--- config.mk ---
export PLATFORM = sky130hd
export DESIGN_NAME = arp_cache_resolver
export DESIGN_NICKNAME = d
export VERILOG_FILES = /design/src/hw/rtl/acr_pkg.sv /design/src/hw/rtl/acr_queue.sv /design/src/hw/rtl/acr_engine.sv /design/src/hw/rtl/arp_cache_resolver.sv
export SDC_FILE = /design/constraint.sdc
export NUM_CORES = 2
export LEC_CHECK = 0
export CAP_MARGIN = 10
export CORE_MARGIN = 5
export CORE_UTILIZATION = 69
export CTS_CLUSTER_DIAMETER = 200
export DETAILED_ROUTE_END_ITERATION = 10
export DONT_BUFFER_PORTS = 1
export PLACE_DENSITY = 0.85
export SKIP_CTS_REPAIR_TIMING = 1
export SLEW_MARGIN = 20
export SYNTH_ARGS = -nofsm -noshare
export SYNTH_HDL_FRONTEND = slang
export SYNTH_SLANG_ARGS = --single-unit
--- constraint.sdc ---
create_clock -name clk -period 49 [get_ports clk]
set_input_delay 2.45 -clock clk [delete_from_list [all_inputs] [get_ports clk]]
set_output_delay 2.45 -clock clk [all_outputs]
set_load 0.02 [all_outputs]
--- src/hw/rtl/acr_pkg.sv ---
package acr_pkg;

  localparam int TableEntries = 16;
  localparam int IdxW         = $clog2(TableEntries);
  localparam int MaxResults   = 16;
  localparam int CntW         = $clog2(MaxResults + 1);
  localparam int QDepth       = 4;
  localparam int QPtrW        = $clog2(QDepth);

  localparam logic [2:0] REG_MY_IP         = 3'd0;
  localparam logic [2:0] REG_MY_MAC        = 3'd1;
  localparam logic [2:0] REG_RETRY_TIMEOUT = 3'd2;
  localparam logic [2:0] REG_RETRY_LIMIT   = 3'd3;
  localparam logic [2:0] REG_CACHE_TIMEOUT = 3'd4;
  localparam logic [2:0] REG_PROXY_ENABLE  = 3'd5;

  localparam logic [15:0] OP_REQUEST = 16'd1;
  localparam logic [15:0] OP_REPLY   = 16'd2;

  localparam logic [47:0] MAC_BCAST = 48'hFFFF_FFFF_FFFF;

  typedef enum logic [1:0] {
    FN_TICK    = 2'd0,
    FN_FRAME   = 2'd1,
    FN_RESOLVE = 2'd2,
    FN_REVERSE = 2'd3
  } func_t;

  typedef enum logic [1:0] {
    FK_NONE    = 2'd0,
    FK_REQUEST = 2'd1,
    FK_REPLY   = 2'd2
  } frame_kind_t;

  typedef enum logic [2:0] {
    ST_OK          = 3'd0,
    ST_BAD_SENDER  = 3'd1,
    ST_UNSUPPORTED = 3'd2,
    ST_TABLE_FULL  = 3'd3,
    ST_FAILED      = 3'd4
  } status_t;

  typedef struct packed {
    logic [31:0] my_ip;
    logic [47:0] my_mac;
    logic [15:0] retry_timeout;
    logic [7:0]  retry_limit;
    logic [31:0] cache_timeout;
    logic        proxy_enable;
  } cfg_t;

  // one classified item as it waits for the engine
  typedef struct packed {
    func_t       func;
    logic [31:0] key_ip;
    logic [47:0] key_mac;
    logic [31:0] tip;
    logic        bad;
    logic        recog;
    logic        op_req;
    logic        op_other;
  } q_entry_t;

  typedef struct packed {
    frame_kind_t kind;
    logic [47:0] dest_mac;
    logic [31:0] sender_ip;
    logic [47:0] sender_mac;
    logic [31:0] target_ip;
    logic [47:0] target_mac;
    logic        aval;
    logic [47:0] amac;
    logic [31:0] aip;
    status_t     status;
  } res_t;

endpackage

--- src/hw/rtl/acr_queue.sv ---
module acr_queue
  import acr_pkg::*;
(
  input  logic     clk,
  input  logic     rst_n,
  input  logic     push,
  input  q_entry_t din,
  output logic     full,
  input  logic     pop,
  output q_entry_t dout,
  output logic     empty
);

  q_entry_t         mem_r [QDepth];
  logic [QPtrW-1:0] wr_r;
  logic [QPtrW-1:0] rd_r;
  logic [QPtrW:0]   cnt_r;

  assign full  = (cnt_r == (QPtrW+1)'(QDepth));
  assign empty = (cnt_r == '0);
  assign dout  = mem_r[rd_r];

  always_ff @(posedge clk) begin
    if (!rst_n) begin
      wr_r  <= '0;
      rd_r  <= '0;
      cnt_r <= '0;
    end else begin
      if (push) begin
        wr_r <= wr_r + 1'b1;
      end
      if (pop) begin
        rd_r <= rd_r + 1'b1;
      end
      if (push && !pop) begin
        cnt_r <= cnt_r + 1'b1;
      end else if (pop && !push) begin
        cnt_r <= cnt_r - 1'b1;
      end
    end
  end

  always_ff @(posedge clk) begin
    if (push) begin
      mem_r[wr_r] <= din;
    end
  end

endmodule

--- src/hw/rtl/acr_engine.sv ---
module acr_engine
  import acr_pkg::*;
(
  input  logic     clk,
  input  logic     rst_n,
  input  cfg_t     cfg,
  input  logic     q_empty,
  input  q_entry_t q_dout,
  output logic     q_pop,
  output logic     out_valid,
  input  logic     out_ready,
  output res_t     out_res,
  output logic     out_last
);

  typedef enum logic [1:0] {S_IDLE, S_SCAN, S_DECIDE, S_FLUSH} state_t;

  state_t          state_r;
  q_entry_t        item_r;
  logic [IdxW-1:0] idx_r;
  logic [CntW-1:0] cnt_r;
  logic            hit_r;
  logic [IdxW-1:0] hit_idx_r;
  logic            free_v_r;
  logic [IdxW-1:0] free_idx_r;
  logic            best_v_r;
  logic [31:0]     best_ip_r;
  res_t            hold_r;
  logic            hold_v_r;
  res_t            out_r;
  logic            out_v_r;
  logic            out_last_r;
  logic [31:0]     tick_now_r;

  logic        slot_valid_r   [TableEntries];
  logic        slot_pending_r [TableEntries];
  logic [31:0] slot_ip_r      [TableEntries];
  logic [47:0] slot_mac_r     [TableEntries];
  logic [31:0] slot_stamp_r   [TableEntries];
  logic [7:0]  slot_tries_r   [TableEntries];

  logic        out_free;
  logic        out_load;
  logic [31:0] age;
  logic        fresh_i;
  logic        due;
  logic [7:0]  tries_inc;
  logic        stall;
  logic        last_idx;
  logic        cand;
  logic        hit_fresh;
  res_t        tick_res;
  res_t        dec_res;

  assign out_free  = !out_v_r || out_ready;
  assign age       = tick_now_r - slot_stamp_r[idx_r];
  assign fresh_i   = (age <= cfg.cache_timeout);
  assign due       = slot_valid_r[idx_r] && slot_pending_r[idx_r] &&
                     (age >= {16'd0, cfg.retry_timeout});
  assign tries_inc = slot_tries_r[idx_r] + 8'd1;
  assign stall     = (item_r.func == FN_TICK) && due && hold_v_r && !out_free;
  assign last_idx  = (idx_r == IdxW'(TableEntries - 1));
  assign cand      = !item_r.bad && slot_valid_r[idx_r] && !slot_pending_r[idx_r] &&
                     (slot_mac_r[idx_r] == item_r.key_mac) && fresh_i;
  assign hit_fresh = ((tick_now_r - slot_stamp_r[hit_idx_r]) <= cfg.cache_timeout);
  assign q_pop     = (state_r == S_IDLE) && !q_empty;
  // a beat goes into the output register this cycle
  assign out_load  = ((state_r == S_SCAN) && (item_r.func == FN_TICK) && !stall && due &&
                      hold_v_r) ||
                     ((state_r == S_FLUSH) && hold_v_r && out_free);

  assign out_valid = out_v_r;
  assign out_res   = out_r;
  assign out_last  = out_last_r;

  always_comb begin
    tick_res = '0;
    if (tries_inc < cfg.retry_limit) begin
      tick_res.kind       = FK_REQUEST;
      tick_res.dest_mac   = MAC_BCAST;
      tick_res.sender_ip  = cfg.my_ip;
      tick_res.sender_mac = cfg.my_mac;
      tick_res.target_ip  = slot_ip_r[idx_r];
    end else begin
      tick_res.target_ip = slot_ip_r[idx_r];
      tick_res.status    = ST_FAILED;
    end
  end

  always_comb begin
    dec_res = '0;
    unique case (item_r.func)
      FN_FRAME: begin
        if (item_r.bad) begin
          dec_res.status = ST_BAD_SENDER;
        end else if (item_r.recog) begin
          if (item_r.op_req) begin
            dec_res.kind       = FK_REPLY;
            dec_res.dest_mac   = item_r.key_mac;
            dec_res.sender_ip  = item_r.tip;
            dec_res.sender_mac = cfg.my_mac;
            dec_res.target_ip  = item_r.key_ip;
            dec_res.target_mac = item_r.key_mac;
          end
          if (!hit_r && !free_v_r) begin
            dec_res.status = ST_TABLE_FULL;
          end else if (item_r.op_other) begin
            dec_res.status = ST_UNSUPPORTED;
          end
        end
      end
      FN_RESOLVE: begin
        if (!hit_r && !free_v_r) begin
          dec_res.status = ST_TABLE_FULL;
        end else if (hit_r && slot_pending_r[hit_idx_r]) begin
          dec_res = '0;
        end else if (hit_r && hit_fresh) begin
          dec_res.aval = 1'b1;
          dec_res.amac = slot_mac_r[hit_idx_r];
        end else begin
          dec_res.kind       = FK_REQUEST;
          dec_res.dest_mac   = MAC_BCAST;
          dec_res.sender_ip  = cfg.my_ip;
          dec_res.sender_mac = cfg.my_mac;
          dec_res.target_ip  = item_r.key_ip;
        end
      end
      FN_REVERSE: begin
        if (best_v_r) begin
          dec_res.aval = 1'b1;
          dec_res.aip  = best_ip_r;
        end
      end
      default: dec_res = '0;
    endcase
  end

  always_ff @(posedge clk) begin
    if (!rst_n) begin
      state_r    <= S_IDLE;
      hold_v_r   <= 1'b0;
      out_v_r    <= 1'b0;
      tick_now_r <= '0;
      for (int i = 0; i < TableEntries; i++) begin
        slot_valid_r[i]   <= 1'b0;
        slot_pending_r[i] <= 1'b0;
      end
    end else begin
      if (out_ready && !out_load) begin
        out_v_r <= 1'b0;
      end
      unique case (state_r)
        S_IDLE: begin
          if (!q_empty) begin
            item_r   <= q_dout;
            idx_r    <= '0;
            cnt_r    <= '0;
            hit_r    <= 1'b0;
            free_v_r <= 1'b0;
            best_v_r <= 1'b0;
            if (q_dout.func == FN_TICK) begin
              tick_now_r <= tick_now_r + 32'd1;
            end
            state_r <= S_SCAN;
          end
        end
        S_SCAN: begin
          if (item_r.func == FN_TICK) begin
            if (!stall) begin
              idx_r <= idx_r + 1'b1;
              if (due) begin
                slot_tries_r[idx_r] <= tries_inc;
                if (tries_inc < cfg.retry_limit) begin
                  slot_stamp_r[idx_r] <= tick_now_r;
                end else begin
                  slot_valid_r[idx_r]   <= 1'b0;
                  slot_pending_r[idx_r] <= 1'b0;
                end
                // previous result is not the final one, send it on
                if (hold_v_r) begin
                  out_r      <= hold_r;
                  out_last_r <= 1'b0;
                  out_v_r    <= 1'b1;
                end
                hold_r   <= tick_res;
                hold_v_r <= 1'b1;
                cnt_r    <= cnt_r + 1'b1;
                if (last_idx || (cnt_r == CntW'(MaxResults - 1))) begin
                  state_r <= S_FLUSH;
                end
              end else if (last_idx) begin
                state_r <= S_FLUSH;
              end
            end
          end else begin
            idx_r <= idx_r + 1'b1;
            if (slot_valid_r[idx_r] && (slot_ip_r[idx_r] == item_r.key_ip) && !hit_r) begin
              hit_r     <= 1'b1;
              hit_idx_r <= idx_r;
            end
            if (!slot_valid_r[idx_r] && !free_v_r) begin
              free_v_r   <= 1'b1;
              free_idx_r <= idx_r;
            end
            if (cand && (!best_v_r || (slot_ip_r[idx_r] < best_ip_r))) begin
              best_v_r  <= 1'b1;
              best_ip_r <= slot_ip_r[idx_r];
            end
            if (last_idx) begin
              state_r <= S_DECIDE;
            end
          end
        end
        S_DECIDE: begin
          hold_r   <= dec_res;
          hold_v_r <= 1'b1;
          state_r  <= S_FLUSH;
          if (item_r.func == FN_FRAME && !item_r.bad) begin
            if (hit_r) begin
              slot_pending_r[hit_idx_r] <= 1'b0;
              slot_tries_r[hit_idx_r]   <= '0;
              slot_mac_r[hit_idx_r]     <= item_r.key_mac;
              slot_stamp_r[hit_idx_r]   <= tick_now_r;
            end else if (item_r.recog && free_v_r) begin
              slot_valid_r[free_idx_r]   <= 1'b1;
              slot_pending_r[free_idx_r] <= 1'b0;
              slot_ip_r[free_idx_r]      <= item_r.key_ip;
              slot_tries_r[free_idx_r]   <= '0;
              slot_mac_r[free_idx_r]     <= item_r.key_mac;
              slot_stamp_r[free_idx_r]   <= tick_now_r;
            end
          end else if (item_r.func == FN_RESOLVE) begin
            if (dec_res.kind == FK_REQUEST) begin
              slot_valid_r[hit_r ? hit_idx_r : free_idx_r]   <= 1'b1;
              slot_pending_r[hit_r ? hit_idx_r : free_idx_r] <= 1'b1;
              slot_ip_r[hit_r ? hit_idx_r : free_idx_r]      <= item_r.key_ip;
              slot_mac_r[hit_r ? hit_idx_r : free_idx_r]     <= '0;
              slot_tries_r[hit_r ? hit_idx_r : free_idx_r]   <= '0;
              slot_stamp_r[hit_r ? hit_idx_r : free_idx_r]   <= tick_now_r;
            end
          end
        end
        S_FLUSH: begin
          if (!hold_v_r) begin
            state_r <= S_IDLE;
          end else if (out_free) begin
            out_r      <= hold_r;
            out_last_r <= 1'b1;
            out_v_r    <= 1'b1;
            hold_v_r   <= 1'b0;
            state_r    <= S_IDLE;
          end
        end
        default: state_r <= S_IDLE;
      endcase
    end
  end

endmodule

--- src/hw/rtl/arp_cache_resolver.sv ---
// ARP resolver for one interface with a 16-slot IPv4-to-MAC table. Items enter on
// the in_ stream (in_tuser selects tick, received frame, resolve or reverse query),
// are classified and queued in a four-deep queue, and a back-end engine walks the
// table one slot per clock while the out_ stream does not stall a tick. Frames,
// resolve and reverse queries hold the engine while it takes the item from the
// queue, scans all 16 slots, decides and loads the output register; a tick holds
// it while it takes the item, scans with its beats sent during the scan and
// flushes, longer if the out_ stream stalls. Every item except a tick gives exactly
// one beat with out_tlast set; a tick gives zero to sixteen beats.
// Configuration registers sit on the cfg_ port at byte address 8*index.
module arp_cache_resolver
  import acr_pkg::*;
(
  input  logic         clk,
  input  logic         rst_n,
  input  logic         in_tvalid,
  output logic         in_tready,
  // sender_ip, sender_mac, target_ip, opcode, target_is_local,
  // proxy_route_elsewhere, lookup_ip, lookup_mac
  input  logic [215:0] in_tdata,
  // func
  input  logic [1:0]   in_tuser,
  output logic         out_tvalid,
  input  logic         out_tready,
  // frame_dest_mac, frame_sender_ip, frame_sender_mac, frame_target_ip,
  // frame_target_mac, answer_valid, answer_mac, answer_ip, status
  output logic [295:0] out_tdata,
  // frame_kind
  output logic [1:0]   out_tuser,
  output logic         out_tlast,
  input  logic         cfg_psel,
  input  logic         cfg_penable,
  input  logic         cfg_pwrite,
  input  logic [5:0]   cfg_paddr,
  input  logic [63:0]  cfg_pwdata,
  output logic [63:0]  cfg_prdata,
  output logic         cfg_pready
);

  cfg_t     cfg_r;
  q_entry_t q_din;
  q_entry_t q_dout;
  logic     q_full;
  logic     q_empty;
  logic     q_pop;
  logic     push;
  res_t     res;
  logic     wr_en;

  logic [31:0] sip;
  logic [47:0] smac;
  logic [15:0] op;
  func_t       fn;

  assign cfg_pready = 1'b1;
  assign wr_en      = cfg_psel && cfg_penable && cfg_pwrite;

  always_ff @(posedge clk) begin
    if (!rst_n) begin
      cfg_r.my_ip         <= '0;
      cfg_r.my_mac        <= '0;
      cfg_r.retry_timeout <= 16'd1000;
      cfg_r.retry_limit   <= 8'd3;
      cfg_r.cache_timeout <= 32'd120000;
      cfg_r.proxy_enable  <= 1'b0;
    end else if (wr_en) begin
      unique case (cfg_paddr[5:3])
        REG_MY_IP:         cfg_r.my_ip         <= cfg_pwdata[31:0];
        REG_MY_MAC:        cfg_r.my_mac        <= cfg_pwdata[47:0];
        REG_RETRY_TIMEOUT: cfg_r.retry_timeout <= cfg_pwdata[15:0];
        REG_RETRY_LIMIT:   cfg_r.retry_limit   <= cfg_pwdata[7:0];
        REG_CACHE_TIMEOUT: cfg_r.cache_timeout <= cfg_pwdata[31:0];
        REG_PROXY_ENABLE:  cfg_r.proxy_enable  <= cfg_pwdata[0];
        default: ;
      endcase
    end
  end

  always_comb begin
    unique case (cfg_paddr[5:3])
      REG_MY_IP:         cfg_prdata = {32'd0, cfg_r.my_ip};
      REG_MY_MAC:        cfg_prdata = {16'd0, cfg_r.my_mac};
      REG_RETRY_TIMEOUT: cfg_prdata = {48'd0, cfg_r.retry_timeout};
      REG_RETRY_LIMIT:   cfg_prdata = {56'd0, cfg_r.retry_limit};
      REG_CACHE_TIMEOUT: cfg_prdata = {32'd0, cfg_r.cache_timeout};
      REG_PROXY_ENABLE:  cfg_prdata = {63'd0, cfg_r.proxy_enable};
      default:           cfg_prdata = '0;
    endcase
  end

  // front: classify the beat before it is queued
  assign fn   = func_t'(in_tuser);
  assign sip  = in_tdata[31:0];
  assign smac = in_tdata[79:32];
  assign op   = in_tdata[127:112];

  always_comb begin
    q_din          = '0;
    q_din.func     = fn;
    q_din.tip      = in_tdata[111:80];
    q_din.op_req   = (op == OP_REQUEST);
    q_din.op_other = (op != OP_REQUEST) && (op != OP_REPLY);
    q_din.recog    = in_tdata[128] || (cfg_r.proxy_enable && in_tdata[129]);
    unique case (fn)
      FN_RESOLVE: begin
        q_din.key_ip = in_tdata[161:130];
      end
      FN_REVERSE: begin
        q_din.key_mac = in_tdata[209:162];
        q_din.bad     = (in_tdata[209:162] == 48'd0);
      end
      default: begin
        q_din.key_ip  = sip;
        q_din.key_mac = smac;
        q_din.bad     = (sip == 32'd0) || (smac == 48'd0);
      end
    endcase
  end

  assign in_tready = !q_full;
  assign push      = in_tvalid && !q_full;

  acr_queue u_queue (
    .clk   (clk),
    .rst_n (rst_n),
    .push  (push),
    .din   (q_din),
    .full  (q_full),
    .pop   (q_pop),
    .dout  (q_dout),
    .empty (q_empty)
  );

  acr_engine u_engine (
    .clk       (clk),
    .rst_n     (rst_n),
    .cfg       (cfg_r),
    .q_empty   (q_empty),
    .q_dout    (q_dout),
    .q_pop     (q_pop),
    .out_valid (out_tvalid),
    .out_ready (out_tready),
    .out_res   (res),
    .out_last  (out_tlast)
  );

  assign out_tuser = res.kind;
  assign out_tdata = {4'd0, res.status, res.aip, res.amac, res.aval, res.target_mac,
                      res.target_ip, res.sender_mac, res.sender_ip, res.dest_mac};

endmodule
==> metrics.cfg <==
[layout]
nFillCells=9920
drive_gt1_share_pct=23.03
ff_latch_area_um2=99100
finalNetCount=8373
multiInputGateArea_um2=42150
stdcell_area_um2=157800
area_growth_pct=9.915
final_core_utilization_pct=76.23

[setup_path]
worstSetupPathType=register to register
cp_top_family=compound AO/OA/AOI/OAI gates
reg2reg_to=u_engine.slot_stamp_r[1][26]
cpPeakStageDelay_ns=1.13
cp.required_ns=49.58
crit_fanout=45
crit_path_end_kind=register
reg2regPathDepth=29
startpoint_type=register
critical_path_buf_inv_count=2
rrSetupSlack_ns=36.00
crit_arrival_ns=13.58
crit_slowest_cell=a2111oi_1

[global_route]
grt_overflow_total=0
grt_antenna_before_repair=31
track_usage_pct=40.12
grt_pass1_vias=85885
grt_max_degree=156
grt_pass1_wl_um=617400

[die]
rows=167
fp.coreArea_um2=207100
io_pins=661
start_util_pct=69.35
die_h_um=466.2
die_area_um2=217300
die_x_um=466.2

[synthesis]
muxShareOfSynthArea_pct=18.32
synth_xor_area_share_pct=1.049
synthCells=7814
synth_simple_gate_area_share_pct=4.779
synth_fa_ha_area_share_pct=1.793
synth_compound_area_share_pct=3.003
avgSynthCellArea_um2=18.38
synth_area_um2=143600
ys_ff_latch=3373
synth_flop_cell=edfxtp_1
ys_seq_area_share_pct=68.98
synth.distinct_cells=83
async_flop_share_pct=0
synth_top_family_by_area=multiplexers
yosys_warnings=0
synth_edf_count=3151

[sta]
finalHoldViolCount=0
max_freq_mhz=76.95
finalSetupTns_ns=0
timing.final.ws_setup_ns=36.00
holdWs_ns=0.3958
period_needed_ns=13.00
finClkSkew_ns=0.1002
rsz0062_at_grt=no
setup_violations=0
maxSlewViolCount=0
period_share_pct=26.52
relSlewSlack_pct=16.59
worst_pin_slew_ns=1.251

[place]
place.port_buffers=0
gp_congestion=0.9450
dp_slack_ns=37.16
dpl_cell_area_um2=146900
dp_hpwl_um=234200

[outcome]
status=finished clean

[hold_path]
min_to=u_engine.out_res[174]
holdCritStartpoint=u_engine.hold_r[174]
holdPathStages=0
hold_class=register to register

[pwr]
ir_drop_uv=62.31
cellPowerDensity_nw_per_um2=52.49
p_leak_nw=51.26

[clocking]
clk_latency_ns=1.02
clock_sinks=3373
htreeDepth=5
clockRootBuffer=clkbuf_16
cts_tree=done
cts_buffer_depth=4
cts_made_buffers=337
cts.clk_slew.worst_paths_ns=0.07

[routing]
detail-route-antenna-nets=0
wl_per_cell_um=39.80
vias=85129
drt_iter0_markers=15855
route.detailed.drc=0
wirelength_um=435000
detail_route.vias_per_cell=7.789
drt-pass1-iter-count=10

[flow_run]
maxCapViolCount=0

-- synthesized netlist by cell type, drive strengths merged, types with 11 or more instances --
cell    number  share of area (%)
clkbuf     276               0.72
nor2b       81               0.35
mux2i       70               0.49
ha         201                1.8
xor2        81               0.49
a21oi      255               0.90
mux4      1134                 18
nand4       64               0.29
and2       164               0.72
a211oi      11              0.058
dfxtp      222                3.1
nor4        49               0.21
o22ai       11              0.048
buf        155               0.56
nor3        34               0.13
nand3       55               0.20
or3         18              0.078
o211ai      29               0.15
nand2      523                1.4
nor2       287               0.75
xnor2       91               0.56
o21ai      187               0.65
nand2b      74               0.32
o21a        15              0.078
and3        45               0.20
a22o        33               0.20
edfxtp    3151                 66
a21o        63               0.33
inv        298               0.78
-- state kept, by name, indices dropped and copies added, names as in the netlist, 2 cells and up, named ones only --
| signal | flops |
|---|---|
| u_engine.slot_valid_r | 16 |
| u_engine.tick_now_r | 32 |
| u_engine.idx_r | 4 |
| u_engine.best_ip_r | 32 |
| u_engine.slot_mac_r | 768 |
| u_engine.hit_idx_r | 4 |
| u_engine.slot_stamp_r | 512 |
| u_engine.item_r | 118 |
| cfg_r | 137 |
| u_engine.slot_pending_r | 16 |
| u_engine.slot_ip_r | 512 |
| u_engine.state_r | 2 |
| u_engine.slot_tries_r | 128 |
| u_queue.rd_r | 2 |
| u_queue.wr_r | 2 |
| u_queue.cnt_r | 3 |
| u_engine.free_idx_r | 4 |
| u_queue.mem_r | 472 |
| u_engine.out_res | 294 |
| u_engine.hold_r | 294 |
| u_engine.cnt_r | 5 |
-- metrics by stage --
stage	power (W)	cells
2_1_floorplan	0.004988	7833
3_3_place_gp	0.005490	10322
3_5_place_dp	0.005589	10322
4_1_cts	0.008235	10917
5_1_grt	0.008529	10924
6_report	0.008285	10930
-- worst register-to-register path: cells and delay by family (launching register included) --
kind | cells | cell delay [ns]
buffers and inverters | 2 | 1.46
xor gates and xnor gates | 1 | 0.20
AOI/OAI and AO/OA | 13 | 5.04
adders and majority gates | 2 | 0.73
muxes | 2 | 1.18
DFF | 1 | 0.96
and+or+nand+nor | 9 | 3.02
-- where the power goes --
| group | switching, W | internal [W] |
|---|---|---|
| clock network | 0.00112 | 0.00149 |
| registers | 0.000162 | 0.00347 |
| logic | 0.00124 | 0.000807 |
| total | 0.00252 | 0.00576 |
-- placed cells by master (no fill, tap or decap), drive strengths merged, types with 11 or more instances in the layout --
cell,instances
dfxtp,222
clkinv,104
nand2b,74
o21a,15
buf,133
conb,21
mux2i,70
nor2b,81
mux4,1134
clkbuf,433
edfxtp,3151
a211oi,11
nor3,34
nor2,287
diode,12
o22ai,11
inv,307
a21oi,255
a21o,63
clkinvlp,17
o21ai,187
nor4,49
ha,201
nand2,523
o211ai,29
or3,18
nand4,64
and2,164
xor2,81
nand3,55
xnor2,91
bufinv,33
a22o,33
and3,45
-- cell families (layout without fill, tap and decap cells) --
| logic type | after synthesis | after routing |
|---|---|---|
| xor+xnor | 172 | 172 |
| compound gates | 699 | 699 |
| simple gates | 1424 | 1424 |
| buf+inv | 730 | 1027 |
| fa+ha+maj | 204 | 204 |
| other cells | 2 | 33 |
| flops | 3373 | 3373 |
| mux | 1210 | 1210 |
-- routing by layer --
metal / part of all wire [%] / GRT usage (%) / wire, um / up-vias
li1: - / - / - / 31442
met1: 30 / 50.51 / 131500 / 42328
met2: 47 / 61.94 / 203500 / 9151
met3: 16 / 13.87 / 67660 / 2176
met4: 7.4 / 22.79 / 32040 / 32
met5: 0.068 / 0 / 294 / -
-- cell type report --
class	instances	share of cell area, %
diodes	12	0.01902
multi-input cells	3730	26.70
inverters	299	0.7142
flip-flops and latches	3373	62.79
clock inverters	162	1.087
well taps	2788	2.210
repair buffers	133	0.7110
clock buffers	433	5.772
-- how the worst max path moves through the flow --
stage	endpoint	cells past startpoint
CTS	u_engine.slot_stamp_r[3][2]	28
global route	u_engine.slot_stamp_r[3][2]	28
floorplan	u_engine.out_last	31
detailed placement	u_engine.slot_stamp_r[1][21]	28
global placement	u_engine.slot_stamp_r[3][21]	28
finish	u_engine.slot_stamp_r[1][26]	29
(Power assumes the default switching activity.)
